$ cat src/design/adt_pkg.sv
// shared constants and result type for the audio dc tracking decimator
package adt_pkg;

  localparam int SAMPLE_W     = 12;
  localparam int MODE_W       = 2;
  localparam int CENTER_W     = 16;
  localparam int DISP_W       = 13;
  localparam int MIN_W        = 8;

  localparam int GROUP_SIZE   = 32;
  localparam int BLOCK_SIZE   = 1024;
  localparam int WHOLE_GROUPS = BLOCK_SIZE / GROUP_SIZE;

  localparam int GROUP_SHIFT  = $clog2(GROUP_SIZE);
  localparam int WG_SHIFT     = $clog2(WHOLE_GROUPS);
  localparam int POS_W        = $clog2(BLOCK_SIZE);
  localparam int GSUM_W       = SAMPLE_W + GROUP_SHIFT;
  localparam int BSUM_W       = SAMPLE_W + WG_SHIFT;
  localparam int DIFF_W       = SAMPLE_W + 1;
  localparam int PT_W         = SAMPLE_W + 2;

  localparam logic [SAMPLE_W-1:0] DC_RESET    = SAMPLE_W'(2140);
  localparam logic [PT_W-1:0]     SCREEN_LIFT = PT_W'(90);
  localparam logic [MIN_W-1:0]    MIN_RESET   = MIN_W'(150);
  localparam logic [CENTER_W-1:0] RECORD_GAIN = CENTER_W'(10);

  localparam logic [MODE_W-1:0] MODE_DISPLAY = MODE_W'(0);
  localparam logic [MODE_W-1:0] MODE_CENTER  = MODE_W'(1);
  localparam logic [MODE_W-1:0] MODE_RECORD  = MODE_W'(2);

  typedef struct packed {
    logic                       sample_valid;
    logic signed [CENTER_W-1:0] centered_sample;
    logic                       display_valid;
    logic [DISP_W-1:0]          display_value;
    logic                       block_end;
  } adt_result_t;

endpackage

$ cat src/design/adt_track.sv
// offset tracking state and per-sample datapath
module adt_track import adt_pkg::*; (
  input  logic                clk,
  input  logic                rst,
  input  logic                step,
  input  logic [SAMPLE_W-1:0] sample,
  input  logic [MODE_W-1:0]   mode,
  output adt_result_t         result
);

  logic [SAMPLE_W-1:0] dc_offset;
  logic [GSUM_W-1:0]   group_sum;
  logic [BSUM_W-1:0]   block_avg_sum;
  logic [POS_W-1:0]    sample_position;
  logic [MIN_W-1:0]    running_minimum;

  logic signed [DIFF_W-1:0]   diff;
  logic signed [CENTER_W-1:0] diff_wide;
  logic [GSUM_W-1:0]          group_total;
  logic [SAMPLE_W-1:0]        avg;
  logic signed [PT_W-1:0]     point;
  logic                       point_pos;
  logic [BSUM_W-1:0]          avg_total;
  logic [SAMPLE_W-1:0]        mean;
  logic [SAMPLE_W:0]          offset_sum;
  logic                       group_end;
  logic                       block_end;

  always_comb begin
    diff        = $signed({1'b0, sample}) - $signed({1'b0, dc_offset});
    diff_wide   = {{(CENTER_W - DIFF_W){diff[DIFF_W-1]}}, diff};
    group_total = group_sum + GSUM_W'(sample);
    avg         = group_total[GSUM_W-1:GROUP_SHIFT];
    point       = $signed(PT_W'(avg) + SCREEN_LIFT - PT_W'(dc_offset));
    point_pos   = (point > 0);
    avg_total   = block_avg_sum + BSUM_W'(avg);
    mean        = avg_total[BSUM_W-1:WG_SHIFT];
    offset_sum  = {1'b0, dc_offset} + {1'b0, mean};
    group_end   = &sample_position[GROUP_SHIFT-1:0];
    block_end   = (sample_position == POS_W'(BLOCK_SIZE - 1));
  end

  always_comb begin
    result = '0;
    case (mode)
      MODE_DISPLAY: begin
        result.sample_valid    = 1'b0;
        result.centered_sample = '0;
      end
      MODE_CENTER: begin
        result.sample_valid    = 1'b1;
        result.centered_sample = diff_wide;
      end
      default: begin
        // record mode, unused code treated the same
        result.sample_valid    = 1'b1;
        result.centered_sample = $signed(CENTER_W'($unsigned(diff_wide) * RECORD_GAIN));
      end
    endcase
    result.display_valid = group_end;
    if (group_end) begin
      result.display_value = point_pos ? point[DISP_W-1:0] : DISP_W'(running_minimum);
    end
    result.block_end = block_end;
  end

  always_ff @(posedge clk) begin
    if (rst) begin
      dc_offset       <= DC_RESET;
      group_sum       <= '0;
      block_avg_sum   <= '0;
      sample_position <= '0;
      running_minimum <= MIN_RESET;
    end else if (step) begin
      if (block_end) begin
        dc_offset       <= offset_sum[SAMPLE_W:1];
        group_sum       <= '0;
        block_avg_sum   <= '0;
        sample_position <= '0;
        running_minimum <= MIN_RESET;
      end else begin
        sample_position <= sample_position + POS_W'(1);
        if (group_end) begin
          group_sum     <= '0;
          block_avg_sum <= avg_total;
          // point is below the minimum here, so it fits the minimum's width
          if (point_pos && (point < $signed(PT_W'(running_minimum)))) begin
            running_minimum <= point[MIN_W-1:0];
          end
        end else begin
          group_sum <= group_total;
        end
      end
    end
  end

endmodule

$ cat src/design/audio_dc_track_decimate.sv
// top level: dc tracking, centering and display decimation of adc samples
//
// input channel in_valid/in_ready carries one adc_sample per item; the output
// channel out_valid/out_ready returns exactly one result item per input item,
// in order. the config channel cfg_valid/cfg_ready writes capture_mode and is
// always ready; write it only while no item is in flight.
// an accepted item is held in the input register, then the tracking datapath
// writes the result register and out_valid is raised.
// throughput is one item per cycle while out_ready is high; both registers
// advance together, so a new item is taken while a finished result waits.
// every 32nd item carries a display point, every 1024th marks block end and
// the dc offset update, which applies from the next item on.
// when out_ready is low the result holds and the input register fills; after
// that in_ready drops until the receiver takes the result.
// reset empties both registers and restores offset 2140, minimum 150, empty
// accumulators and capture_mode 0 (display only).
module audio_dc_track_decimate import adt_pkg::*; (
  input  logic                       clk,
  input  logic                       rst,
  input  logic                       cfg_valid,
  output logic                       cfg_ready,
  input  logic [MODE_W-1:0]          capture_mode,
  input  logic                       in_valid,
  output logic                       in_ready,
  input  logic [SAMPLE_W-1:0]        adc_sample,
  output logic                       out_valid,
  input  logic                       out_ready,
  output logic                       sample_valid,
  output logic signed [CENTER_W-1:0] centered_sample,
  output logic                       display_valid,
  output logic [DISP_W-1:0]          display_value,
  output logic                       block_end
);

  logic [MODE_W-1:0]   mode;
  logic                in_full;
  logic [SAMPLE_W-1:0] sample_reg;
  logic                advance;
  adt_result_t         result;
  adt_result_t         result_reg;

  assign cfg_ready = 1'b1;
  assign advance   = in_full && (!out_valid || out_ready);
  assign in_ready  = !in_full || advance;

  always_ff @(posedge clk) begin
    if (rst) begin
      mode <= MODE_DISPLAY;
    end else if (cfg_valid) begin
      mode <= capture_mode;
    end
  end

  always_ff @(posedge clk) begin
    if (rst) begin
      in_full <= 1'b0;
    end else if (in_valid && in_ready) begin
      in_full <= 1'b1;
    end else if (advance) begin
      in_full <= 1'b0;
    end
  end

  always_ff @(posedge clk) begin
    if (in_valid && in_ready) begin
      sample_reg <= adc_sample;
    end
  end

  adt_track u_track (
    .clk    (clk),
    .rst    (rst),
    .step   (advance),
    .sample (sample_reg),
    .mode   (mode),
    .result (result)
  );

  always_ff @(posedge clk) begin
    if (rst) begin
      out_valid <= 1'b0;
    end else if (advance) begin
      out_valid <= 1'b1;
    end else if (out_ready) begin
      out_valid <= 1'b0;
    end
  end

  always_ff @(posedge clk) begin
    if (advance) begin
      result_reg <= result;
    end
  end

  assign sample_valid    = result_reg.sample_valid;
  assign centered_sample = result_reg.centered_sample;
  assign display_valid   = result_reg.display_valid;
  assign display_value   = result_reg.display_value;
  assign block_end       = result_reg.block_end;

  a_block_on_group: assert property (@(posedge clk) disable iff (rst)
    out_valid && block_end |-> display_valid)
    else $error("block end without display point");

  a_display_positive: assert property (@(posedge clk) disable iff (rst)
    out_valid && display_valid |-> display_value != '0)
    else $error("display point not positive");

  a_display_idle_zero: assert property (@(posedge clk) disable iff (rst)
    out_valid && !display_valid |-> display_value == '0)
    else $error("display value set without display point");

  a_display_only_zero: assert property (@(posedge clk) disable iff (rst)
    out_valid && !sample_valid |-> centered_sample == '0)
    else $error("centered sample set in display only mode");

  a_full_stall_blocks: assert property (@(posedge clk) disable iff (rst)
    in_full && out_valid && !out_ready |-> !in_ready)
    else $error("input taken while both registers are held");

endmodule
$ cat config.mk
export PLATFORM = sky130hd
export DESIGN_NAME = audio_dc_track_decimate
export DESIGN_NICKNAME = d
export VERILOG_FILES = /design/src/design/adt_pkg.sv /design/src/design/adt_track.sv /design/src/design/audio_dc_track_decimate.sv
export SDC_FILE = /design/constraint.sdc
export NUM_CORES = 1
export LEC_CHECK = 0
export ABC_AREA = 1
export BUFFER_PORTS_ARGS = -buffer_cell sky130_fd_sc_hd__clkbuf_2
export CAP_MARGIN = 20
export CORE_MARGIN = 8
export CORE_UTILIZATION = 30
export CTS_CLUSTER_SIZE = 24
export DETAILED_ROUTE_END_ITERATION = 10
export HOLD_SLACK_MARGIN = 0.06
export MAX_ROUTING_LAYER = met4
export PLACE_DENSITY = 0.46
export SETUP_SLACK_MARGIN = 0.15
export SYNTH_ARGS = -nofsm -noshare
export SYNTH_HDL_FRONTEND = slang
export SYNTH_HIERARCHICAL = 1
export SYNTH_SLANG_ARGS = --single-unit
$ cat constraint.sdc
create_clock -name clk -period 4.7 [get_ports clk]
set_input_delay 1.41 -clock clk [delete_from_list [all_inputs] [get_ports clk]]
set_output_delay 1.41 -clock clk [all_outputs]
set_load 0.02 [all_outputs]
After elaboration in Yosys (flattened, before gate mapping) --
Cells that the tools add are included.
Word-level totals: bits in registers 112, input bits 19, output and inout port bits 35, word-level logic and storage cells 58
Cells by class: add/sub/neg operators 7, multiply operators 1, magnitude comparators 2, equal/unequal tests 2, multiplexer cells 14, reduce and logical (&&, ||, !) cells 17
Operators with widths (count):
- 17-bit 2-to-1 mux | 4
- 17-bit by 12-bit adder with 17-bit output | 2
- 17-bit one-hot mux with 2 select lines | 1
- 8-bit 2-to-1 mux | 4
- 16-bit by 3-bit multiplier with 15-bit output, second input constant | 1
- 14-bit by 1-bit > comparator with 1-bit output, second input constant | 1
- 14-bit by 9-bit < comparator with 1-bit output | 1
- 13-bit by 12-bit subtractor with 14-bit output | 1
- 12-bit by 12-bit adder with 13-bit output | 1
- 12-bit by 7-bit adder with 13-bit output, second input constant | 1
- 12-bit by 12-bit subtractor with 13-bit output | 1
- 10-bit by 1-bit adder with 10-bit output, second input constant | 1
- 10-bit == test, second input constant | 1
- 10-bit 2-to-1 mux | 1
- 2-bit nonzero test | 4
- 6-bit AND reduction | 1
- 5-bit AND reduction | 1
- 1-bit 2-to-1 mux | 4
- 2-bit AND reduction | 2
- 1-bit logical AND | 3
- 3-bit AND reduction | 1
- 2-bit by 1-bit == test with 1-bit output, second input constant | 1
- 1-bit zero test | 2
- 2-bit zero test | 1
- 1-bit logical OR | 2

Longest topological paths before layout --
Gate-level depths: netlist of run 1.
depth in word-level cells 8, mapped depth 32

Cells and area by module --
The synthesis of run 1 kept the hierarchy.
By module, submodules not included:
- adt_track | instances 1, cells an instance 1013, area each 6718.9 um^2, seq. area each 1281.2 um^2
- audio_dc_track_decimate | instances 1, cells an instance 67, area each 1492.7 um^2, seq. area each 1401.3 um^2

Worst setup path before layout of run 1 --
No wires, ideal clock.
path type input-to-reg, from in out_ready, to reg u_track.dc_offset[0], setup time 117 ps, data arrival time 4301 ps, data required time 4583 ps, setup slack 282 ps, cell stages on the path 10, buffers on the path 2, cell sequence inv_1 -> a21oi_1 -> clkbuf_1 -> inv_1 -> buf_2 -> nor2_1 -> inv_2 -> nand2_1 -> inv_2 -> a22o_1
Between the ends: word-level cells in the longest chain between the ends 3
Ends and longest elaborated chain:
- start, declared | line audio_dc_track_decimate.sv:27 | input logic out_ready,
- 1-bit logical OR | line audio_dc_track_decimate.sv:43 | assign advance = in_full && (!out_valid || out_ready);
- 1-bit logical AND | line audio_dc_track_decimate.sv:43
- via advance | line audio_dc_track_decimate.sv:38 | logic advance;
- 2-bit AND reduction (no line)
- end signal, assigned | line adt_track.sv:76 | dc_offset <= offset_sum[SAMPLE_W:1];
- end, declared | line adt_track.sv:11 | logic [SAMPLE_W-1:0] dc_offset;
The timed path passes the listed nets, and every way through them passes these cells. A chain may end at the register's enable or synchronous reset.

Worst setup path in the final report of run 1 --
from reg sample_reg[0], to reg u_track.running_minimum[4]
Between the ends: word-level cells in the longest chain between the ends 7, elaborated cells on any way between the ends 11, those cells by class 3 x add/sub; 2 x order compare; 3 x mux; 3 x reduce/logical
Ends and longest elaborated chain:
- start, declared | line audio_dc_track_decimate.sv:37 | logic [SAMPLE_W-1:0] sample_reg;
- start signal, assigned | line audio_dc_track_decimate.sv:66 | sample_reg <= adc_sample;
- 17-bit by 12-bit adder with 17-bit output (*) | line adt_track.sv:32 | group_total = group_sum + GSUM_W'(sample);
- 12-bit by 7-bit adder with 13-bit output (*) | line adt_track.sv:34 | point = $signed(PT_W'(avg) + SCREEN_LIFT - PT_W'(dc_offset));
- 13-bit by 12-bit subtractor with 14-bit output (*) | line adt_track.sv:34
- 14-bit by 1-bit > comparator with 1-bit output or 14-bit by 9-bit < comparator with 1-bit output (tied branches) | line adt_track.sv:35, adt_track.sv:87
- 1-bit logical AND | line adt_track.sv:87 | if (point_pos && (point < $signed(PT_W'(running_minimum)))) begin
- 2-bit nonzero test (no line)
- 3-bit AND reduction (no line)
- end signal, assigned | line adt_track.sv:88 | running_minimum <= point[MIN_W-1:0];
- end, declared | line adt_track.sv:15 | logic [MIN_W-1:0] running_minimum;
Every way passes the cells marked *; elsewhere a longest branch is shown, timed or not. The select of a mux whose other input is x is not followed.

==> impl_metrics.env, run 1 <==
export IMPL_synth_ff_type="dfxtp_1"
export IMPL_path_class="register to register"
export IMPL_slew_headroom_pct=35.3
export IMPL_whs_endpoint="mode[0]"
export IMPL_tns_ns=0
export IMPL_min_path_cells=2
export IMPL_synth_seq_cells=112
export IMPL_syn_avg_cell_area_sq_um=7.60
export IMPL_placementRows=60
export IMPL_vias=7447
export IMPL_grt_pass1_vias=7087
export IMPL_diodes=0
export IMPL_grt_first_pass_wirelength_mm=37.3
export IMPL_fin_crit_sh_pct=96.5
export IMPL_ant_nets=0
export IMPL_critPathRequiredTime_ns=4.93
export IMPL_grt_max_degree=40
export IMPL_synth_cell_area_sq_um=8210
export IMPL_synth_edf_count=44
export IMPL_grt_usage_pct=14.6
export IMPL_antenna_found_initial=0
export IMPL_final_max_slew_viol_count=0
export IMPL_start_kind="register"
export IMPL_maxCapViolCount=0
export IMPL_p_leak_nw=4.96
export IMPL_syn2layout_area_growth_pct=32.3
export IMPL_layout_drive_gt1_share_pct=28.7
export IMPL_ys_warn_count=6
export IMPL_synth_nets=1208
export IMPL_min_from="mode[0]"
export IMPL_min_path_type="register to register"
export IMPL_core_area_sq_um=27000
export IMPL_fill_cells=2810
export IMPL_die_h_microns=181
export IMPL_fmax_ghz=0.220
export IMPL_clockBufferDepth=2
export IMPL_synth_async_sr_flop_share_pct=0
export IMPL_cts_htree_levels=3
export IMPL_synth_seq_area_share_pct=32.7
export IMPL_timing_rr_start="sample_reg[0]"
export IMPL_fp_dieW_microns=181
export IMPL_worstPathMaxFanout=8
export IMPL_numCtsBuffers=9
export IMPL_drt_pass1_iterations=4
export IMPL_cts_tree="yes"
export IMPL_p_total_mw=3.04
export IMPL_synthCells=1080
export IMPL_rsz0062_at_grt="true"
export IMPL_power_density_nw_per_um2=279
export IMPL_place_congestion=0.905
export IMPL_hold_ws_ns=0.468
export IMPL_ir_drop_mv=0.127
export IMPL_viasPerCell=4.70
export IMPL_worst_pin_slew_ns=0.967
export IMPL_top_level_ports=54
export IMPL_utilization_pct=40.3
export IMPL_portBuffers=52
export IMPL_drc=0
export IMPL_setup_viol=0
export IMPL_worstPathArrival_ns=4.77
export IMPL_die_area_sq_um=32900
export IMPL_reg2reg_to="u_track/running_minimum[4]"
export IMPL_finalCriticalPeriod_ns=4.54
export IMPL_setup_slack_ns=0.162
export IMPL_worst_setup_path_end_kind="register"
export IMPL_status="completed"
export IMPL_cpPeakStageDelay_ns=0.41
export IMPL_wl_per_cell_microns=15.3
export IMPL_drt_initial_drc_count=386
export IMPL_worst_path_max_delay_cell="fa_2"
export IMPL_hpwlAfterDp_mm=18.9
export IMPL_r2r_setup_slack_ns=0.16
export IMPL_fin_worst_skew_ns=0.0207
export IMPL_hold_viol=0
export IMPL_clock_sinks=112
export IMPL_clkTransAtPathRegs_ns=0.08
export IMPL_crit_top_cell="inv_2"
export IMPL_dp_slack_ns=-0.157
export IMPL_grt_overflow_total=0
export IMPL_final_net_count=1367
export IMPL_insertion_delay_ns=0.37
export IMPL_cts_root_buffer="clkbuf_16"
export IMPL_r2r_cells=30
export IMPL_wl_mm=24.2
export IMPL_initial_utilization_pct=30.5
export IMPL_synth_cell_types=57
==> critical path: cells and delay by family, from the launching register on <==
kind,cells,cell delay [ns]
compound gates,6,0.87
xor+xnor,1,0.17
fa+ha+maj,6,1.53
buf+inv,8,0.65
flops,1,0.36
simple gates,9,0.82
==> stage by stage <==
stage	std cells	instance area [sq um]
floorplan	1080	8210
global placement	1540	9460
detailed placement	1540	9460
CTS	1563	10000
global route	1585	10900
finish	1585	10900
==> synthesized netlist by cell type (2+ instances only) <==
master,n,share of area [%]
dfxtp_1,68,17
nor3_1,7,0.43
nand3b_1,4,0.37
o21bai_2,2,0.27
clkbuf_1,10,0.46
o21ai_0,51,3.1
a21oi_1,117,7.1
buf_2,3,0.18
a221oi_1,2,0.21
nand2_2,3,0.23
a21boi_0,2,0.18
and2_1,4,0.30
nand2_1,250,11
nand3_1,56,3.4
nor2_1,70,3.2
ha_1,102,16
nor4_1,2,0.15
o21ai_1,10,0.61
inv_1,146,6.7
xnor2_1,12,1.3
nor2_2,2,0.15
o21ai_2,3,0.32
nor3_2,2,0.24
nand4_1,9,0.69
a31oi_1,2,0.15
nor2_4,4,0.55
fa_1,7,1.7
a21o_1,3,0.27
or2_1,3,0.23
a211oi_1,2,0.18
o31ai_1,3,0.27
a22o_1,9,0.96
a211oi_2,2,0.30
o221ai_1,3,0.32
o22ai_1,4,0.30
or2_2,3,0.23
nand2_4,2,0.27
o21bai_1,2,0.18
inv_2,5,0.23
buf_4,3,0.27
xor2_1,27,2.9
edfxtp_1,44,16
==> final cells by class <==
| type | instances | area [sq um] | area share [%] |
|---|---|---|---|
| sequential | 112 | 2680 | 24.7 |
| multi-input combinational | 797 | 5750 | 52.9 |
| clock inverter | 6 | 48.8 | 0.449 |
| inverter | 153 | 577 | 5.31 |
| tap | 341 | 427 | 3.93 |
| clock buffer | 10 | 239 | 2.20 |
| timing repair buffer | 166 | 1140 | 10.5 |
==> logic make-up (layout without fill, tap and decap cells) <==
logic type               Yosys count  count (layout)  synth area share (%)
flip-flops                       112             112                  32.7
AO/OA/AOI/OAI                    224             224                  15.5
other                              1               1                0.0457
XOR/XNOR                          39              39                  4.16
adder cells (fa/ha/maj)          109             109                  17.2
AND/OR/NAND/NOR                  424             424                  22.2
buffers and inverters            171             335                  8.12
==> routing by layer <==
layer,share of wire [%],track usage [%]
met4,1.4,3.61
met3,2.9,2.26
met2,48,23.7
met5,0,-
met1,48,18.9
==> worst max-delay path by stage <==
| stage | startpoint | to | slack, ns | cells after the start |
|---|---|---|---|---|
| 2_1_floorplan | out_ready | u_track/dc_offset[0] | 0.28 | 10 |
| 3_3_place_gp | sample_reg[0] | u_track/dc_offset[10] | -0.02 | 29 |
| 3_5_place_dp | sample_reg[0] | u_track/running_minimum[4] | -0.16 | 30 |
| 4_1_cts | sample_reg[0] | u_track/running_minimum[4] | 0.13 | 30 |
| 5_1_grt | sample_reg[0] | u_track/running_minimum[4] | -0.07 | 30 |
| 6_report | sample_reg[0] | u_track/running_minimum[4] | 0.16 | 30 |
==> report_power, final <==
group | internal [mW] | switching [mW] | total [mW] | leakage, nW
clock network | 0.384 | 0.398 | 0.781 | 0.146
logic | 0.515 | 0.677 | 1.19 | 3.83
registers | 1.04 | 0.0202 | 1.06 | 0.991
==> repair_timing <==
| action | in CTS | in global routing |
|---|---|---|
| hold buffers | 0 | 0 |
| resized for setup | 46 | 139 |
| buffers inserted | 7 | 22 |
| endpoints found under the setup margin | 25 | 30 |
| pin swaps | 13 | 72 |
==> cells in the final DEF, fill, tap and decap left out, drive strengths merged, types with 3 or more instances in the layout <==
master,netlist,final
and2,4,4
a211oi,4,4
o21bai,4,4
o21ai,64,64
inv,152,156
nand2,255,255
a21o,3,3
dfxtp,68,68
nand4,10,10
clkbuf,10,62
edfxtp,44,44
a22o,9,9
nand3b,4,4
xnor2,12,12
xor2,27,27
o221ai,3,3
a21oi,118,118
buf,8,114
o31ai,3,3
fa,7,7
o22ai,4,4
ha,102,102
nor2,76,76
nor3,9,9
clkinv,1,3
or2,6,6
nand3,57,57
No activity file was read; power rests on OpenSTA's default activity.
==> run 2, diff against run 1 <==
--- a/config.mk
+++ b/config.mk
@@ -13,7 +13,6 @@
 export CTS_CLUSTER_SIZE = 24
 export DETAILED_ROUTE_END_ITERATION = 10
 export HOLD_SLACK_MARGIN = 0.06
-export MAX_ROUTING_LAYER = met4
 export PLACE_DENSITY = 0.46
 export SETUP_SLACK_MARGIN = 0.15
 export SYNTH_ARGS = -nofsm -noshare
==> run 2 against run 1 <==
Net effect:
- critical path depth did not move
- worst hold slack barely moved
- die area did not move
- register-to-register slack barely moved
- setup slack got worse by 0.011 ns
- sequential share of layout area barely moved
- sequential power barely moved
- combinational power barely moved
- critical path type unchanged
==> impl_metrics.env, run 2 (synthesis results as in run 1) <==
export IMPL_status="completed"
export IMPL_wl_mm=24.3
export IMPL_syn2layout_area_growth_pct=32.3
export IMPL_setup_viol=0
export IMPL_ctsHoldBuffers=0
export IMPL_worstPathArrival_ns=4.78
export IMPL_top_level_ports=54
export IMPL_grtUsageMet1_pct=18.9
export IMPL_grt_pass1_vias=7099
export IMPL_drt_pass1_iterations=5
export IMPL_final_common_cell="nand2_1"
export IMPL_cts_htree_levels=3
export IMPL_drt_initial_drc_count=417
export IMPL_grt_overflow_total=0
export IMPL_insertion_delay_ns=0.37
export IMPL_min_from="mode[0]"
export IMPL_hpwlAfterDp_mm=18.9
export IMPL_grt_first_pass_wirelength_mm=37.3
export IMPL_wl_per_cell_microns=15.3
export IMPL_final_net_count=1367
export IMPL_worst_setup_path_end_kind="register"
export IMPL_grt_max_degree=40
export IMPL_reg2reg_to="u_track/running_minimum[4]"
export IMPL_area_sequential_sq_um=2680
export IMPL_min_path_type="register to register"
export IMPL_p_leak_nw=4.96
export IMPL_worstPathMaxFanout=8
export IMPL_hold_viol=0
export IMPL_crit_path_end="u_track/running_minimum[4]"
export IMPL_placed_cell_area_sq_um=9460
export IMPL_clock_sinks=112
export IMPL_maxCapViolCount=0
export IMPL_power_density_nw_per_um2=280
export IMPL_ir_drop_mv=0.126
export IMPL_viasPerCell=4.71
export IMPL_fill_cells=2809
export IMPL_portBuffers=52
export IMPL_finalCriticalPeriod_ns=4.55
export IMPL_clockBufferDepth=2
export IMPL_path_class="register to register"
export IMPL_multi_input_area_sq_um=5750
export IMPL_cpPeakStageDelay_ns=0.41
export IMPL_crit_top_cell="inv_2"
export IMPL_die_area_sq_um=32900
export IMPL_fin_worst_skew_ns=0.0197
export IMPL_setup_slack_ns=0.151
export IMPL_fin_crit_sh_pct=96.8
export IMPL_final_max_slew_viol_count=0
export IMPL_core_area_sq_um=27000
export IMPL_fmax_ghz=0.220
export IMPL_slew_headroom_pct=35.7
export IMPL_cts_root_buffer="clkbuf_16"
export IMPL_fp_dieW_microns=181
export IMPL_placementRows=60
export IMPL_diodes=0
export IMPL_die_h_microns=181
export IMPL_grt_use_met3_pct=2.30
export IMPL_r2r_setup_slack_ns=0.15
export IMPL_critPathRequiredTime_ns=4.93
export IMPL_drc=0
export IMPL_ant_nets=0
export IMPL_final_cells=1585
export IMPL_start_kind="register"
export IMPL_grt_busiest_layer="met2"
export IMPL_dp_cells=1540
export IMPL_worst_path_max_delay_cell="fa_2"
export IMPL_grt_usage_pct=14.2
export IMPL_dp_slack_ns=-0.157
export IMPL_clkTransAtPathRegs_ns=0.08
export IMPL_numCtsBuffers=9
export IMPL_initial_utilization_pct=30.5
export IMPL_place_congestion=0.890
export IMPL_rsz0062_at_grt="true"
export IMPL_use_met2_pct=23.7
export IMPL_vias=7471
export IMPL_layout_common_cells="nand2_1 (223), inv_1 (131), buf_4 (109)"
export IMPL_r2r_cells=30
export IMPL_worst_pin_slew_ns=0.961
export IMPL_worstSetupStartpoint="sample_reg[0]"
export IMPL_timing_rr_start="sample_reg[0]"
export IMPL_layout_drive_gt1_share_pct=28.6
export IMPL_cts_tree="yes"
export IMPL_antenna_found_initial=0
export IMPL_fin_area_sq_um=10900
==> run 2: changes by cell type in the layout (fill, tap and decap cells not counted) <==
cell and change:
o21ai_1 +1, o21ai_2 -1
==> run 2: timing repair <==
item                                    in CTS  in global routing
pin swaps                                   13                 72
setup buffers                                7                 22
endpoints found under the setup margin      25                 30
resized for setup                           46                138
==> run 2: how the worst min path moves through the flow <==
stage,to,slack [ns],cells past startpoint
2_1_floorplan,u_track/running_minimum[2],0.43,2
3_3_place_gp,u_track/running_minimum[2],0.44,2
3_5_place_dp,u_track/running_minimum[2],0.44,2
4_1_cts,u_track/running_minimum[2],0.47,2
5_1_grt,mode[0],0.50,2
6_report,mode[0],0.47,2
==> run 2: through the flow <==
stage                     setup TNS, ns  total power [mW]  utilization (%)  hold WS (ns)
final                                 0              3.04             40.3         0.468
after global routing             -0.551              3.24             40.3         0.496
after CTS                             0              2.93             37.3         0.466
after detailed placement          -1.45              2.08             35.1         0.444
after global placement          -0.0898              2.08             35.1         0.440
after floorplan                       0              1.73                -         0.429
==> run 2: cell type report <==
| class | instances | area share [%] |
|---|---|---|
| Sequential cell | 112 | 24.7 |
| Multi-Input combinational cell | 797 | 52.9 |
| Clock buffer | 10 | 2.20 |
| Clock inverter | 6 | 0.449 |
| Timing Repair Buffer | 166 | 10.5 |
| Tap cell | 341 | 3.93 |
| Inverter | 153 | 5.31 |
==> run 2: worst max-delay path: cells and delay by family, from the launching register on <==
kind                     cells  cell delay, ns
AO/OA/AOI/OAI                6            0.89
XOR/XNOR                     1            0.17
adder cells (fa/ha/maj)      6            1.53
buffers and inverters        8            0.65
flip-flops                   1            0.36
AND/OR/NAND/NOR              9            0.83
==> run 2: metal layers <==
metal  wire, microns  part of all wire, %
met3             684                  2.8
met5               0                    0
met1           11700                   48
met2           11500                   47
met4             348                  1.4
==> run 2: power by group <==
part           switching [mW]  internal (mW)
logic                   0.678          0.515
registers              0.0201           1.04
clock network           0.398          0.384
total                    1.10           1.94
==> run 3, diff against run 2 <==
--- a/config.mk
+++ b/config.mk
@@ -8,8 +8,8 @@
 export ABC_AREA = 1
 export BUFFER_PORTS_ARGS = -buffer_cell sky130_fd_sc_hd__clkbuf_2
 export CAP_MARGIN = 20
-export CORE_MARGIN = 8
 export CORE_UTILIZATION = 30
+export CTS_CLUSTER_DIAMETER = 50
 export CTS_CLUSTER_SIZE = 24
 export DETAILED_ROUTE_END_ITERATION = 10
 export HOLD_SLACK_MARGIN = 0.06
==> constraint.sdc (replaced) <==
create_clock -name clk -period 4.7 [get_ports clk]
set_input_delay 0.47 -clock clk [delete_from_list [all_inputs] [get_ports clk]]
set_output_delay 0.47 -clock clk [all_outputs]
set_load 0.02 [all_outputs]
==> run 3 against run 2 <==
Net effect:
- wire length is 1.5% lower
- sequential power about the same
- flip-flop and latch count unchanged
- critical path depth grew 1
- final area is 1.5% lower
- sequential share of layout area increased by 0.38 points
- worst hold slack worse by 0.19 ns
- setup slack better by 0.034 ns
- clock power increased by 2%
- largest power group unchanged
==> impl_metrics.env, run 3 (synthesis results as in run 1) <==
export IMPL_status="completed"
export IMPL_fin_crit_sh_pct=96.1
export IMPL_worst_path_max_delay_cell="fa_2"
export IMPL_p_leak_nw=4.90
export IMPL_maxCapViolCount=0
export IMPL_cts_htree_levels=3
export IMPL_min_path_type="primary input to register"
export IMPL_ant_nets=0
export IMPL_setup_viol=0
export IMPL_fp_dieW_microns=167
export IMPL_dp_slack_ns=-0.239
export IMPL_grt_first_pass_wirelength_mm=37.4
export IMPL_slew_headroom_pct=30.9
export IMPL_m1WireLength_mm=11.9
export IMPL_viasPerCell=4.74
export IMPL_worst_setup_path_end_kind="register"
export IMPL_fill_cells=2775
export IMPL_initial_utilization_pct=30.6
export IMPL_clock_sinks=112
export IMPL_wl_met3_microns=652
export IMPL_utilization_pct=39.8
export IMPL_power_density_nw_per_um2=284
export IMPL_layout_drive_gt1_share_pct=26.8
export IMPL_die_area_sq_um=28000
export IMPL_insertion_delay_ns=0.37
export IMPL_core_area_sq_um=26900
export IMPL_cts_root_buffer="clkbuf_16"
export IMPL_worstPathArrival_ns=4.83
export IMPL_clockBufferDepth=2
export IMPL_cpPeakStageDelay_ns=0.38
export IMPL_grt_pass1_vias=7116
export IMPL_antenna_found_initial=0
export IMPL_rsz0062_at_grt="true"
export IMPL_worstPathMaxFanout=4
export IMPL_fmax_ghz=0.221
export IMPL_placed_cell_area_sq_um=9430
export IMPL_worst_pin_slew_ns=1.03
export IMPL_critPathTopFamily="compound AO/OA/AOI/OAI gates"
export IMPL_dp_cells=1536
export IMPL_switching_share_pct=35.9
export IMPL_final_common_cell="nand2_1"
export IMPL_critPathBufInv=1
export IMPL_area_sequential_sq_um=2680
export IMPL_diodes=0
export IMPL_grt_usage_pct=17.1
export IMPL_vias=7460
export IMPL_final_max_slew_viol_count=0
export IMPL_multi_input_area_sq_um=5660
export IMPL_hpwlAfterDp_mm=18.5
export IMPL_final_cells=1575
export IMPL_final_net_count=1357
export IMPL_intPower_mw=1.95
export IMPL_finalCriticalPeriod_ns=4.52
export IMPL_placementRows=60
export IMPL_start_kind="register"
export IMPL_layout_common_cells="nand2_1 (227), inv_1 (135), buf_4 (102)"
export IMPL_place_congestion=0.894
export IMPL_switchingPower_mw=1.09
export IMPL_top_level_ports=54
export IMPL_drc=0
export IMPL_syn2layout_area_growth_pct=30.3
export IMPL_cts_tree="yes"
export IMPL_clkTransAtPathRegs_ns=0.08
export IMPL_ir_drop_mv=0.154
export IMPL_p_clk_share_pct=26.1
export IMPL_highest_layer="met4"
export IMPL_grt_overflow_total=0
export IMPL_die_h_microns=167
export IMPL_setup_slack_ns=0.185
export IMPL_grt_max_degree=40
export IMPL_wl_met2_mm=10.9
export IMPL_path_class="register to register"
export IMPL_wl_per_cell_microns=15.2
export IMPL_wl_mm=23.9
export IMPL_combPwrFrac_pct=38.9
export IMPL_critPathRequiredTime_ns=5.01
export IMPL_fin_area_sq_um=10700
export IMPL_fin_worst_skew_ns=0.0173
export IMPL_portBuffers=52
export IMPL_hold_viol=0
export IMPL_crit_top_cell="nand2_1"
export IMPL_seqPwrFrac_pct=35.0
export IMPL_numCtsBuffers=9
export IMPL_drt_initial_drc_count=298
export IMPL_drt_pass1_iterations=5
run 3: cell types whose count changed in the layout (fill, tap and decap cells not counted), sizes merged:
cell | before | now
clkbuf | 62 | 63
inv | 156 | 153
buf | 114 | 104
clkinv | 3 | 5
run 3: final cells by class:
class                   count  area share (%)
inverters                 153            5.39
multi-input cells         797            52.9
clock inverters             5           0.374
well taps                 341            3.99
repair buffers            156            9.88
flip-flops and latches    112            25.1
clock buffers              11            2.37
run 3: stage by stage:
step | TNS (ns) | power (mW) | hold WS [ns]
after global placement | -2.59 | 2.05 | 0.448
after global routing | -0.473 | 3.25 | 0.273
after detailed placement | -2.82 | 2.05 | 0.452
after floorplan | 0 | 1.73 | 0.429
after CTS | 0 | 2.92 | 0.274
final | 0 | 3.04 | 0.281
run 3: path summary, 6_finish.rpt:
| kind | startpoint | to | slack, ns | cells after the start |
|---|---|---|---|---|
| max | sample_reg[0] | u_track/dc_offset[9] | 0.18 | 31 |
| min | adc_sample[7] | sample_reg[7] | 0.28 | 1 |
| max reg2reg | sample_reg[0] | u_track/dc_offset[9] | 0.18 | 31 |
| min reg2reg | mode[0] | mode[0] | 0.47 | 2 |
run 3: timing repair:
action                                 4_1_cts  5_1_grt
setup endpoints to repair                   25       30
pin swaps                                   17       54
gates cloned                                 0        0
hold buffers                                 0        0
buffers inserted                             8       15
gates resized for setup                     45      120
endpoints found under the hold margin        0        0
run 3: routing by layer:
metal | track usage (%) | up-vias
met1 | 23.5 | 3429
met2 | 28.0 | 101
met5 | 0 | -
li1 | - | 3908
met3 | 2.03 | 22
met4 | 4.75 | 0
run 3: power by group through the flow:
stage                     Clock [mW]  Combinational [mW]  Sequential [mW]
after floorplan                    0               0.638             1.09
after global placement             0               0.964             1.08
after detailed placement           0               0.966             1.08
after CTS                      0.824                1.03             1.06
after global routing           0.865                1.32             1.07
final                          0.794                1.18             1.06
run 3: worst register-to-register path: cells and delay by family (launching register included):
kind            cells  cell delay [ns]
fa+ha+maj           4             1.15
xor+xnor            2             0.38
compound gates     11             1.55
buf+inv             1             0.04
flops               1             0.36
simple gates       13             0.99
